## src/slp_rle_pkg.sv

```systemverilog
`timescale 1ns / 1ps

package slp_rle_pkg;

  // Item kinds carried on the input tuser
  localparam logic [1:0] CMD_ROW_START = 2'd0;
  localparam logic [1:0] CMD_STREAM    = 2'd1;
  localparam logic [1:0] CMD_PAL_WRITE = 2'd2;

  localparam int PAL_DEPTH = 256;
  localparam int PAL_AW    = 8;
  localparam int RGB_W     = 24;

  // Opcodes taken from the low nibble of a command byte
  localparam logic [3:0] OP_GREATER_COPY = 4'h2;
  localparam logic [3:0] OP_GREATER_SKIP = 4'h3;
  localparam logic [3:0] OP_PLAYER_COPY  = 4'h6;
  localparam logic [3:0] OP_PAL_FILL     = 4'h7;
  localparam logic [3:0] OP_PLAYER_FILL  = 4'hA;
  localparam logic [3:0] OP_SHADOW       = 4'hB;
  localparam logic [3:0] OP_END_ROW      = 4'hF;

  // Low two opcode bits that select the lesser copy and lesser skip groups
  localparam logic [1:0] OP_GRP_COPY = 2'd0;
  localparam logic [1:0] OP_GRP_SKIP = 2'd1;

  // High nibbles of the extended command
  localparam logic [3:0] EXT_OUTLINE_A   = 4'h4;
  localparam logic [3:0] EXT_OUTLINE_B   = 4'h6;
  localparam logic [3:0] EXT_OUTLINE_A_X = 4'h5;
  localparam logic [3:0] EXT_OUTLINE_B_X = 4'h7;

  localparam logic [RGB_W-1:0] RGB_CLEAR       = 24'h000000;
  localparam logic [RGB_W-1:0] RGB_PLAYER      = 24'h0000FF;
  localparam logic [RGB_W-1:0] RGB_PLAYER_FILL = 24'h140AFF;
  localparam logic [RGB_W-1:0] RGB_OUTLINE     = 24'h00FF00;

  localparam logic [7:0] ALPHA_CLEAR  = 8'd0;
  localparam logic [7:0] ALPHA_SHADOW = 8'd100;
  localparam logic [7:0] ALPHA_OPAQUE = 8'd255;

  typedef enum logic [4:0] {
    PH_IDLE    = 5'b00001,
    PH_COUNT   = 5'b00010,
    PH_COPY    = 5'b00100,
    PH_DISCARD = 5'b01000,
    PH_FILL    = 5'b10000
  } phase_t;

  typedef struct packed {
    logic [1:0]  cmd;
    logic [7:0]  byte_value;
    logic [11:0] margin;
    logic [11:0] row_width;
  } item_t;

  typedef struct packed {
    logic [7:0]  red;
    logic [7:0]  green;
    logic [7:0]  blue;
    logic [7:0]  alpha;
    logic [11:0] run_length;
    logic        row_end;
  } run_t;

endpackage

```

## src/slp_rle_decode.sv

```systemverilog
`timescale 1ns / 1ps

module slp_rle_decode #(
  parameter int MAX_WIDTH = 2048
) (
  input  logic                          clk,
  input  logic                          rst,
  input  logic                          step,
  input  slp_rle_pkg::item_t            item,
  input  logic [slp_rle_pkg::RGB_W-1:0] pal_rgb,
  output logic                          res_valid,
  output slp_rle_pkg::run_t             res
);

  localparam logic [11:0] MAX_W = 12'(MAX_WIDTH);

  slp_rle_pkg::phase_t phase, phase_next;
  logic [3:0]  pending_opcode, pending_opcode_next;
  logic [7:0]  bytes_remaining, bytes_remaining_next;
  logic [11:0] pixels_drawn, pixels_drawn_next;
  logic [11:0] width_in_use, width_in_use_next;

  logic [7:0]  b;
  logic [3:0]  op;
  logic [3:0]  hi;
  logic        start;
  logic [3:0]  start_code;
  logic [7:0]  start_n;
  logic [11:0] base;
  logic [11:0] len;
  logic        row_end;
  logic [slp_rle_pkg::RGB_W-1:0] rgb;
  logic [7:0]  alpha;
  logic [12:0] sum;
  logic [7:0]  rem_dec;

  always_comb begin
    b   = item.byte_value;
    op  = b[3:0];
    hi  = b[7:4];
    rem_dec = bytes_remaining - 8'd1;

    phase_next           = phase;
    pending_opcode_next  = pending_opcode;
    bytes_remaining_next = bytes_remaining;
    width_in_use_next    = width_in_use;
    base       = pixels_drawn;
    len        = 12'd0;
    row_end    = 1'b0;
    rgb        = slp_rle_pkg::RGB_CLEAR;
    alpha      = slp_rle_pkg::ALPHA_CLEAR;
    start      = 1'b0;
    start_code = pending_opcode;
    start_n    = 8'd0;

    case (item.cmd)
      slp_rle_pkg::CMD_ROW_START: begin
        phase_next           = slp_rle_pkg::PH_IDLE;
        pending_opcode_next  = 4'd0;
        bytes_remaining_next = 8'd0;
        width_in_use_next    = (item.row_width > MAX_W) ? MAX_W : item.row_width;
        base = 12'd0;
        len  = (item.margin > MAX_W) ? MAX_W : item.margin;
      end
      slp_rle_pkg::CMD_STREAM: begin
        case (phase)
          slp_rle_pkg::PH_COUNT: begin
            start      = 1'b1;
            start_code = pending_opcode;
            start_n    = b;
          end
          slp_rle_pkg::PH_COPY: begin
            bytes_remaining_next = rem_dec;
            if (rem_dec == 8'd0) begin
              phase_next = slp_rle_pkg::PH_IDLE;
            end
            rgb   = pal_rgb;
            alpha = slp_rle_pkg::ALPHA_OPAQUE;
            len   = 12'd1;
          end
          slp_rle_pkg::PH_DISCARD: begin
            bytes_remaining_next = rem_dec;
            if (rem_dec == 8'd0) begin
              phase_next = slp_rle_pkg::PH_IDLE;
            end
          end
          slp_rle_pkg::PH_FILL: begin
            phase_next           = slp_rle_pkg::PH_IDLE;
            bytes_remaining_next = 8'd0;
            rgb   = (pending_opcode == slp_rle_pkg::OP_PLAYER_FILL) ?
                    slp_rle_pkg::RGB_PLAYER_FILL : pal_rgb;
            alpha = slp_rle_pkg::ALPHA_OPAQUE;
            len   = {4'd0, bytes_remaining};
          end
          default: begin
            // Command byte
            phase_next          = slp_rle_pkg::PH_IDLE;
            pending_opcode_next = op;
            start_code          = op;
            if (op == slp_rle_pkg::OP_END_ROW) begin
              len     = (width_in_use > pixels_drawn) ? width_in_use - pixels_drawn : 12'd0;
              row_end = 1'b1;
            end else if (op[1:0] == slp_rle_pkg::OP_GRP_COPY) begin
              start   = 1'b1;
              start_n = {2'd0, b[7:2]};
            end else if (op[1:0] == slp_rle_pkg::OP_GRP_SKIP) begin
              if (b[7:2] == 6'd0) begin
                phase_next = slp_rle_pkg::PH_COUNT;
              end else begin
                start   = 1'b1;
                start_n = {2'd0, b[7:2]};
              end
            end else if (op == slp_rle_pkg::OP_GREATER_COPY ||
                         op == slp_rle_pkg::OP_GREATER_SKIP) begin
              phase_next = slp_rle_pkg::PH_COUNT;
            end else if (op == slp_rle_pkg::OP_PLAYER_COPY || op == slp_rle_pkg::OP_PAL_FILL ||
                         op == slp_rle_pkg::OP_PLAYER_FILL || op == slp_rle_pkg::OP_SHADOW) begin
              if (hi == 4'd0) begin
                phase_next = slp_rle_pkg::PH_COUNT;
              end else begin
                start   = 1'b1;
                start_n = {4'd0, hi};
              end
            end else begin
              // Extended: outline pixel, optionally with one ignored byte after it
              if (hi == slp_rle_pkg::EXT_OUTLINE_A || hi == slp_rle_pkg::EXT_OUTLINE_B ||
                  hi == slp_rle_pkg::EXT_OUTLINE_A_X || hi == slp_rle_pkg::EXT_OUTLINE_B_X) begin
                rgb   = slp_rle_pkg::RGB_OUTLINE;
                alpha = slp_rle_pkg::ALPHA_OPAQUE;
                len   = 12'd1;
              end
              if (hi == slp_rle_pkg::EXT_OUTLINE_A_X || hi == slp_rle_pkg::EXT_OUTLINE_B_X) begin
                phase_next           = slp_rle_pkg::PH_DISCARD;
                bytes_remaining_next = 8'd1;
              end
            end
          end
        endcase
      end
      default: begin
      end
    endcase

    // Opcode with its count resolved
    if (start) begin
      phase_next           = slp_rle_pkg::PH_IDLE;
      bytes_remaining_next = 8'd0;
      if (start_code[1:0] == slp_rle_pkg::OP_GRP_COPY ||
          start_code == slp_rle_pkg::OP_GREATER_COPY) begin
        if (start_n != 8'd0) begin
          phase_next           = slp_rle_pkg::PH_COPY;
          bytes_remaining_next = start_n;
        end
      end else if (start_code[1:0] == slp_rle_pkg::OP_GRP_SKIP ||
                   start_code == slp_rle_pkg::OP_GREATER_SKIP) begin
        len = {4'd0, start_n};
      end else if (start_code == slp_rle_pkg::OP_PLAYER_COPY) begin
        if (start_n != 8'd0) begin
          phase_next           = slp_rle_pkg::PH_DISCARD;
          bytes_remaining_next = start_n;
        end
        rgb   = slp_rle_pkg::RGB_PLAYER;
        alpha = slp_rle_pkg::ALPHA_OPAQUE;
        len   = {4'd0, start_n};
      end else if (start_code == slp_rle_pkg::OP_PAL_FILL ||
                   start_code == slp_rle_pkg::OP_PLAYER_FILL) begin
        phase_next           = slp_rle_pkg::PH_FILL;
        bytes_remaining_next = start_n;
      end else if (start_code == slp_rle_pkg::OP_SHADOW) begin
        alpha = slp_rle_pkg::ALPHA_SHADOW;
        len   = {4'd0, start_n};
      end
    end

    res_valid = (len != 12'd0) || row_end;
    sum = {1'b0, base} + {1'b0, len};
    pixels_drawn_next = (sum > {1'b0, MAX_W}) ? MAX_W : sum[11:0];

    res.red        = rgb[23:16];
    res.green      = rgb[15:8];
    res.blue       = rgb[7:0];
    res.alpha      = alpha;
    res.run_length = len;
    res.row_end    = row_end;
  end

  always_ff @(posedge clk) begin
    if (rst) begin
      phase           <= slp_rle_pkg::PH_IDLE;
      pending_opcode  <= 4'd0;
      bytes_remaining <= 8'd0;
      pixels_drawn    <= 12'd0;
      width_in_use    <= 12'd0;
    end else if (step) begin
      phase           <= phase_next;
      pending_opcode  <= pending_opcode_next;
      bytes_remaining <= bytes_remaining_next;
      pixels_drawn    <= pixels_drawn_next;
      width_in_use    <= width_in_use_next;
    end
  end

endmodule

```

## config.mk

```make
export PLATFORM = sky130hd
export DESIGN_NAME = slp_rle_decode
export DESIGN_NICKNAME = d
export VERILOG_FILES = /design/src/slp_rle_pkg.sv /design/src/slp_rle_decode.sv
export SDC_FILE = /design/constraint.sdc
export NUM_CORES = 1
export LEC_CHECK = 0
export ABC_AREA = 1
export BUFFER_PORTS_ARGS = -buffer_cell sky130_fd_sc_hd__buf_2
export CORE_ASPECT_RATIO = 1.5
export CORE_MARGIN = 5
export CORE_UTILIZATION = 55
export CTS_BUF_LIST = sky130_fd_sc_hd__clkbuf_4
export CTS_CLUSTER_SIZE = 28
export DETAILED_ROUTE_END_ITERATION = 8
export PLACE_DENSITY = 0.9
export SETUP_SLACK_MARGIN = 0.05
export SYNTH_ARGS = -nofsm -noshare
export SYNTH_HDL_FRONTEND = slang
export SYNTH_SLANG_ARGS = --single-unit
```

## constraint.sdc

```tcl
create_clock -name clk -period 5 [get_ports clk]
set_input_delay 0 -clock clk [delete_from_list [all_inputs] [get_ports clk]]
set_output_delay 0 -clock clk [all_outputs]
set_load 0.005 [all_outputs]
```

==> impl_metrics.tcl, run 1 <==
set metrics [dict create \
    status "complete, no violations" \
    cts_tree "done" \
    switching_share_pct 38.14 \
    multiInputGateArea_um2 3312 \
    avgSynthCellArea_um2 6.174 \
    grt_overflow_total 0 \
    report.final.slew_viol_count 0 \
    firstDrtPassIters 7 \
    finalSetupTns_ns 0 \
    syn_inst 759 \
    grt_pass1_vias 5463 \
    wl_per_cell_um 15.21 \
    boundaryPins 107 \
    die_h_um 123.0 \
    antenna_found_initial 1 \
    post-place-ws_ns 0.6736 \
    switchingPower_uw 365.0 \
    ys_seq_area_share_pct 17.52 \
    cts-root-buf "clkbuf_4" \
    cts.htree.levels 2 \
    viasPerCell 5.608 \
    fin_crit_ns 4.377 \
    place_area_um2 5248 \
    post-cts-setup-buffers 0 \
    ant_nets 0 \
    layout-drive-gt1-share_pct 21.35 \
    ys_types 55 \
    max-vdd-ir-drop_uv 170.5 \
    critPathKind "register to register" \
    startpoint_type "register" \
    cellPowerDensity_nw_per_um2 174.0 \
    reg2reg_setup_slack_ns 0.62 \
    max_slew_margin_pct 21.30 \
    crit_path_frequent_cell "nand2_1" \
    fin_skew_ns 0.02065 \
    holdWs_ns 0.06418 \
    finalWorstSetupSlack_ns 0.6226 \
    fp.dieArea_um2 10500 \
    cp-startpoint "pixels_drawn[0]$_SDFFE_PP0P_" \
    hold_viol 0 \
    synth_edf_count 0 \
    syn_area_um2 4686 \
    n_fill_cell 788 \
    gp_congestion 0.9689 \
    intPower_uw 591.9 \
    p_seq_share_pct 37.2 \
    insertion_delay_ns 0.39 \
    synth_common_cells "nand2_1 (155), inv_1 (100), nor2_1 (97), a21oi_1 (74), o21ai_0 (47)" \
    synthArstFlopShare_pct 0 \
    worstSetupEndpointType "register" \
    setup_viol 0 \
    core-area_um2 8362 \
    slowest_stage "o21ai_0" \
    numClockSinks 41 \
    stdcell_area_um2 5499 \
    clk_path_buf_depth 2 \
    drc 0 \
    ys_ff_latch 41 \
    cp_data_required_time_ns 5.25 \
    initial_utilization_pct 56.04 \
    power_frac_clock_pct 24.4 \
    grt_pass1_wl_mm 24.01 \
    numPortBuffers 106 \
    hp-class "primary input to register" \
    post-synth-top-count-cell "nand2_1" \
    finalNetCount 959 \
    track_usage_pct 28.45 \
    routed_wl_mm 14.89 \
    synth_nets 848 \
    syn_to_final_growth_pct 17.36 \
    p_leak_nw 2.918 \
    cpLargestDelayFamily "simple AND/OR/NAND/NOR gates" \
    grt_max_degree 24 \
    synth_flop_cell "dfxtp_1" \
    rsz0062_at_grt "no" \
    drt_iter0_markers 332 \
    die_w_um 85.37 \
    clk_pin_slew_ns 0.14 \
    fmax_ghz 0.2284 \
    synth_area_leaders "dfxtp_1 (18%), nand2_1 (12%), inv_1 (8.0%)" \
    num_rows 41 \
    cp_max_fo 12 \
    regArea_um2 820.8 \
    finalPower_uw 956.8 \
    hpwl_mm 11.85 \
    slowest_delay_ns 0.41 \
    vias 5490 \
    yosysTopAreaCell "dfxtp_1" \
    worstMarginPinSlew_ns 1.176 \
    cp.arrival_ns 4.63 \
    numCtsBuffers 5 \
    yosysWarningCount 0 \
    min_from "item[33]" \
    fin_crit_sh_pct 87.55 \
    path_buf_inv 2 \
    r2r-start "pixels_drawn[0]$_SDFFE_PP0P_" \
    synth_top_area_share_pct 17.52 \
    max_cap_viol_count 0 \
    comb_power_share_pct 38.4 \
]
==> worst paths after layout <==
kind | cells past startpoint | endpoint
setup / recovery | 26 | pixels_drawn[6]$_SDFFE_PP0P_
hold / removal | 3 | pending_opcode[1]$_SDFFE_PP0P_
setup reg to reg | 26 | pixels_drawn[6]$_SDFFE_PP0P_
hold reg to reg | 2 | pixels_drawn[9]$_SDFFE_PP0P_
==> power by group through the flow <==
stage,registers (mW),clock network [mW],logic [mW]
CTS,0.356,0.233,0.362
global placement,0.362,0,0.346
detailed placement,0.363,0,0.350
finish,0.356,0.234,0.367
global route,0.358,0.248,0.406
floorplan,0.359,0,0.255
==> tightest hold or removal path, stage by stage <==
cell	delay (ns)
buf_2	0.12
nor2_1	0.14
a21oi_1	0.16
==> what timing repair did <==
item | CTS | global route
endpoints found under the hold margin | 16 | 0
gates resized for setup | 0 | 0
hold buffers | 17 | 0
==> area by class of cell <==
type                       instances  area share, %
sequential                        41          14.93
clock inverter                     2         0.6143
clock buffer                       6         0.8191
multi-input combinational        581          60.23
tap                              107          2.435
inverter                         116          7.918
timing repair buffer             125          13.01
antenna                            1        0.04551
==> layout by cell type, fill, tap and decap left out, types with 3 or more instances in the layout <==
master / Yosys / final
nand2_2: 14 / 14
nand3b_1: 5 / 5
xnor2_1: 9 / 9
nor2_1: 97 / 97
o22ai_1: 3 / 3
nand2_1: 155 / 155
nand3_2: 8 / 8
o31ai_1: 3 / 3
o21ai_1: 5 / 5
a21oi_1: 74 / 74
ha_1: 26 / 26
o21ai_0: 47 / 47
a31oi_1: 3 / 3
nor3_1: 13 / 13
xor2_1: 15 / 15
nand3_4: 4 / 4
nand2_4: 5 / 5
nand3_1: 35 / 35
o22a_1: 3 / 3
a21o_1: 4 / 4
nor2_4: 4 / 4
clkbuf_4: 0 / 6
nor2_2: 7 / 7
dlygate4sd3_1: 0 / 17
buf_2: 1 / 106
dfxtp_1: 41 / 41
nor4_1: 5 / 5
nand4_1: 7 / 7
inv_2: 15 / 15
inv_1: 100 / 100
==> cell families after synthesis <==
group                      synth area share, %
xor gates and xnor gates                 4.486
adders and majority gates                7.797
and+or+nand+nor                          37.84
DFF                                      17.52
AOI/OAI and AO/OA                        20.56
buffers and inverters                    11.80
==> metrics by stage <==
step / std cells / utilization, %
after global routing: 979 / 65.76
after global placement: 953 / 62.76
after detailed placement: 953 / 62.76
final: 979 / 65.76
after floorplan: 759 / -
after CTS: 978 / 65.73
==> flip-flops by register name, indices dropped and copies added, names as in the netlist <==
signal,flops
width_in_use,12
bytes_remaining,8
phase,5
pixels_drawn,12
pending_opcode,4
==> routing by layer <==
metal,routed length [µm],GRT usage [%],part of all wire (%),up-vias
li1,-,-,-,2699
met1,5139,28.14,35,2377
met2,7182,50.54,48,316
met3,1266,5.067,8.5,98
met4,1305,24.55,8.8,0
met5,0,0,0,-
(Power assumes the default switching activity.)
==> inputs of run 2 (changes only) <==
--- a/config.mk
+++ b/config.mk
@@ -11,7 +11,7 @@
 export CORE_MARGIN = 5
 export CORE_UTILIZATION = 55
 export CTS_BUF_LIST = sky130_fd_sc_hd__clkbuf_4
-export CTS_CLUSTER_SIZE = 28
+export CTS_CLUSTER_SIZE = 20
 export DETAILED_ROUTE_END_ITERATION = 8
 export PLACE_DENSITY = 0.9
 export SETUP_SLACK_MARGIN = 0.05
==> constraint.sdc (replaced) <==
create_clock -name clk -period 4.1 [get_ports clk]
set_input_delay 0 -clock clk [delete_from_list [all_inputs] [get_ports clk]]
set_output_delay 0 -clock clk [all_outputs]
set_load 0.005 [all_outputs]
==> impl_metrics.tcl, run 2 (synthesis results as in run 1) <==
set metrics [dict create \
    stdcell_area_um2 6058 \
    grt_pass1_wl_mm 24.62 \
    hp-class "primary input to register" \
    grt_overflow_total 0 \
    clk_path_buf_depth 2 \
    reg2reg_depth 24 \
    cp.arrival_ns 4.37 \
    comb_power_share_pct 42.1 \
    gp_congestion 0.9998 \
    critPathKind "register to register" \
    largestRegisters "pixels_drawn (12), width_in_use (12), bytes_remaining (8)" \
    initial_utilization_pct 56.04 \
    numCtsBuffers 5 \
    n_fill_cell 651 \
    layout_commonest_cell "nand2_1" \
    max_cap_viol_count 0 \
    grt_max_degree 24 \
    dr.max_layer_used "met4" \
    cp_max_fo 5 \
    max-vdd-ir-drop_uv 186.2 \
    cellPowerDensity_nw_per_um2 205.8 \
    grt_pass1_vias 5555 \
    layout-drive-gt1-share_pct 31.00 \
    reg2reg_setup_slack_ns 0.02 \
    r2r-start "pixels_drawn[9]$_SDFFE_PP0P_" \
    intPower_uw 761.5 \
    firstDrtPassIters 5 \
    max_slew_margin_pct 15.55 \
    p_seq_share_pct 34.9 \
    power_frac_clock_pct 23.0 \
    fin_crit_ns 4.077 \
    hold_viol 0 \
    finalWorstSetupSlack_ns 0.02291 \
    die_w_um 85.37 \
    final_cell_mix "nand2_1 (149), buf_2 (106), inv_1 (94), nor2_1 (94), a21oi_1 (61)" \
    boundaryPins 107 \
    startpoint_type "register" \
    finalNetCount 988 \
    hpwl_mm 12.02 \
    worstMarginPinSlew_ns 1.262 \
    setup_viol 0 \
    numPortBuffers 106 \
    report.final.slew_viol_count 0 \
    hold-path-endpoint "pending_opcode[3]$_SDFFE_PP0P_" \
    switching_share_pct 38.93 \
    wl_per_cell_um 16.73 \
    status "complete, no violations" \
    min_from "item[33]" \
    place_area_um2 5323 \
    met3_length_mm 1.354 \
    wl_met2_mm 8.168 \
    cp_data_required_time_ns 4.39 \
    routed_wl_mm 16.84 \
    min_path_cells 4 \
    ant_nets 0 \
    vias 5930 \
    met1Wirelength_mm 5.752 \
    worst_r2r_endpoint "pixels_drawn[10]$_SDFFE_PP0P_" \
    antenna_found_initial 0 \
    cts-root-buf "clkbuf_4" \
    num_rows 41 \
    cts.htree.levels 2 \
    track_usage_pct 29.06 \
    worstSetupEndpointType "register" \
    insertion_delay_ns 0.37 \
    cts_tree "done" \
    drt_iter0_markers 449 \
    syn_to_final_growth_pct 29.29 \
    viasPerCell 5.889 \
    drc 0 \
    fp.dieArea_um2 10500 \
    post-place-ws_ns -0.005916 \
    switchingPower_uw 485.3 \
    clk_pin_slew_ns 0.13 \
    n_antenna_cell 0 \
    fmax_ghz 0.2453 \
    die_h_um 123.0 \
    fin_crit_sh_pct 99.44 \
    numClockSinks 41 \
    core-area_um2 8362 \
    fin_skew_ns 0.02108 \
    holdWs_ns 0.06912 \
    p_leak_nw 3.066 \
]
## run 2: cell count changes in the layout (fill, tap and decap cells not counted), moves of 6 or more
cell     before  now
ha_4          0   11
o21ai_0      47   40
nand2_2      14   20
dfxtp_2       0    6
a21oi_1      74   61
inv_2        15   21
nand2_1     155  149
inv_1       100   94
a21oi_2       2   14
buf_4         2   29
ha_1         26   12
dfxtp_1      41   30
## run 2: worst max-delay path, cell delays in order, from the launching register on
cell and delay (ns):
dfxtp_2 0.36, inv_2 0.06, ha_4 0.30, nand2_1 0.09, nor3_2 0.20, and2_4 0.18
nand2_1 0.06, nand3_2 0.09, nand2_2 0.09, o21ai_2 0.15, a21oi_1 0.09, nand2_1 0.08
nand2_1 0.07, inv_1 0.13, ha_2 0.32, a21oi_1 0.14, nand2_1 0.10, a21oi_2 0.22
xor2_1 0.27, nand3_1 0.12, and3b_1 0.24, nand3b_1 0.19, nand2_2 0.17, nand2_1 0.07
a21oi_1 0.17
## run 2: repair_timing
action | in CTS | in global routing
setup endpoints to repair | 12 | 12
hold buffers | 17 | 0
cloned | 0 | 2
endpoints found under the hold margin | 16 | 0
buffers inserted | 1 | 16
gates resized for setup | 5 | 83
pin swaps | 1 | 24
## run 2: power groups by stage
stage,registers [mW],logic [mW],clock network (mW)
final,0.435,0.525,0.287
after global placement,0.442,0.429,0
after detailed placement,0.442,0.437,0
after global routing,0.438,0.572,0.306
after floorplan,0.438,0.311,0
after CTS,0.433,0.456,0.283
## run 2: per-stage QoR
stage | utilization [%] | total power [mW] | TNS, ns | std cells
after floorplan | - | 0.7487 | 0 | 759
after global placement | 63.65 | 0.8710 | 0 | 963
after detailed placement | 63.65 | 0.8790 | -0.006936 | 963
after CTS | 66.84 | 1.172 | 0 | 989
after global routing | 72.45 | 1.315 | -1.537 | 1007
final | 72.45 | 1.247 | 0 | 1007
## run 2: layout make-up
class,count,area (µm²),share of cell area (%)
Clock inverter,2,38.79,0.6402
Tap cell,107,133.9,2.210
Inverter,116,435.4,7.187
Multi-Input combinational cell,583,3640,60.08
Sequential cell,41,847.1,13.98
Timing Repair Buffer,152,918.4,15.16
Clock buffer,6,45.04,0.7435
## run 2: worst max-delay path by stage
stage          slack (ns)                       endpoint                          start
5_1_grt             -0.20   pixels_drawn[2]$_SDFFE_PP0P_   pixels_drawn[8]$_SDFFE_PP0P_
3_3_place_gp         0.13   pixels_drawn[6]$_SDFFE_PP0P_          phase[1]$_SDFFE_PP0P_
2_1_floorplan        0.24   pixels_drawn[4]$_SDFFE_PP0P_   width_in_use[0]$_SDFFE_PP0P_
3_5_place_dp       -0.006   pixels_drawn[0]$_SDFFE_PP0P_          phase[4]$_SDFFE_PP0P_
6_report             0.02  pixels_drawn[10]$_SDFFE_PP0P_   pixels_drawn[9]$_SDFFE_PP0P_
4_1_cts              0.06   pixels_drawn[6]$_SDFFE_PP0P_  pixels_drawn[10]$_SDFFE_PP0P_
## run 2: layer usage
| metal | global-route usage (%) | vias to the layer above |
|---|---|---|
| met5 | 0 | - |
| met4 | 23.37 | 0 |
| met3 | 3.800 | 133 |
| met2 | 53.02 | 391 |
| met1 | 29.11 | 2641 |
| li1 | - | 2765 |
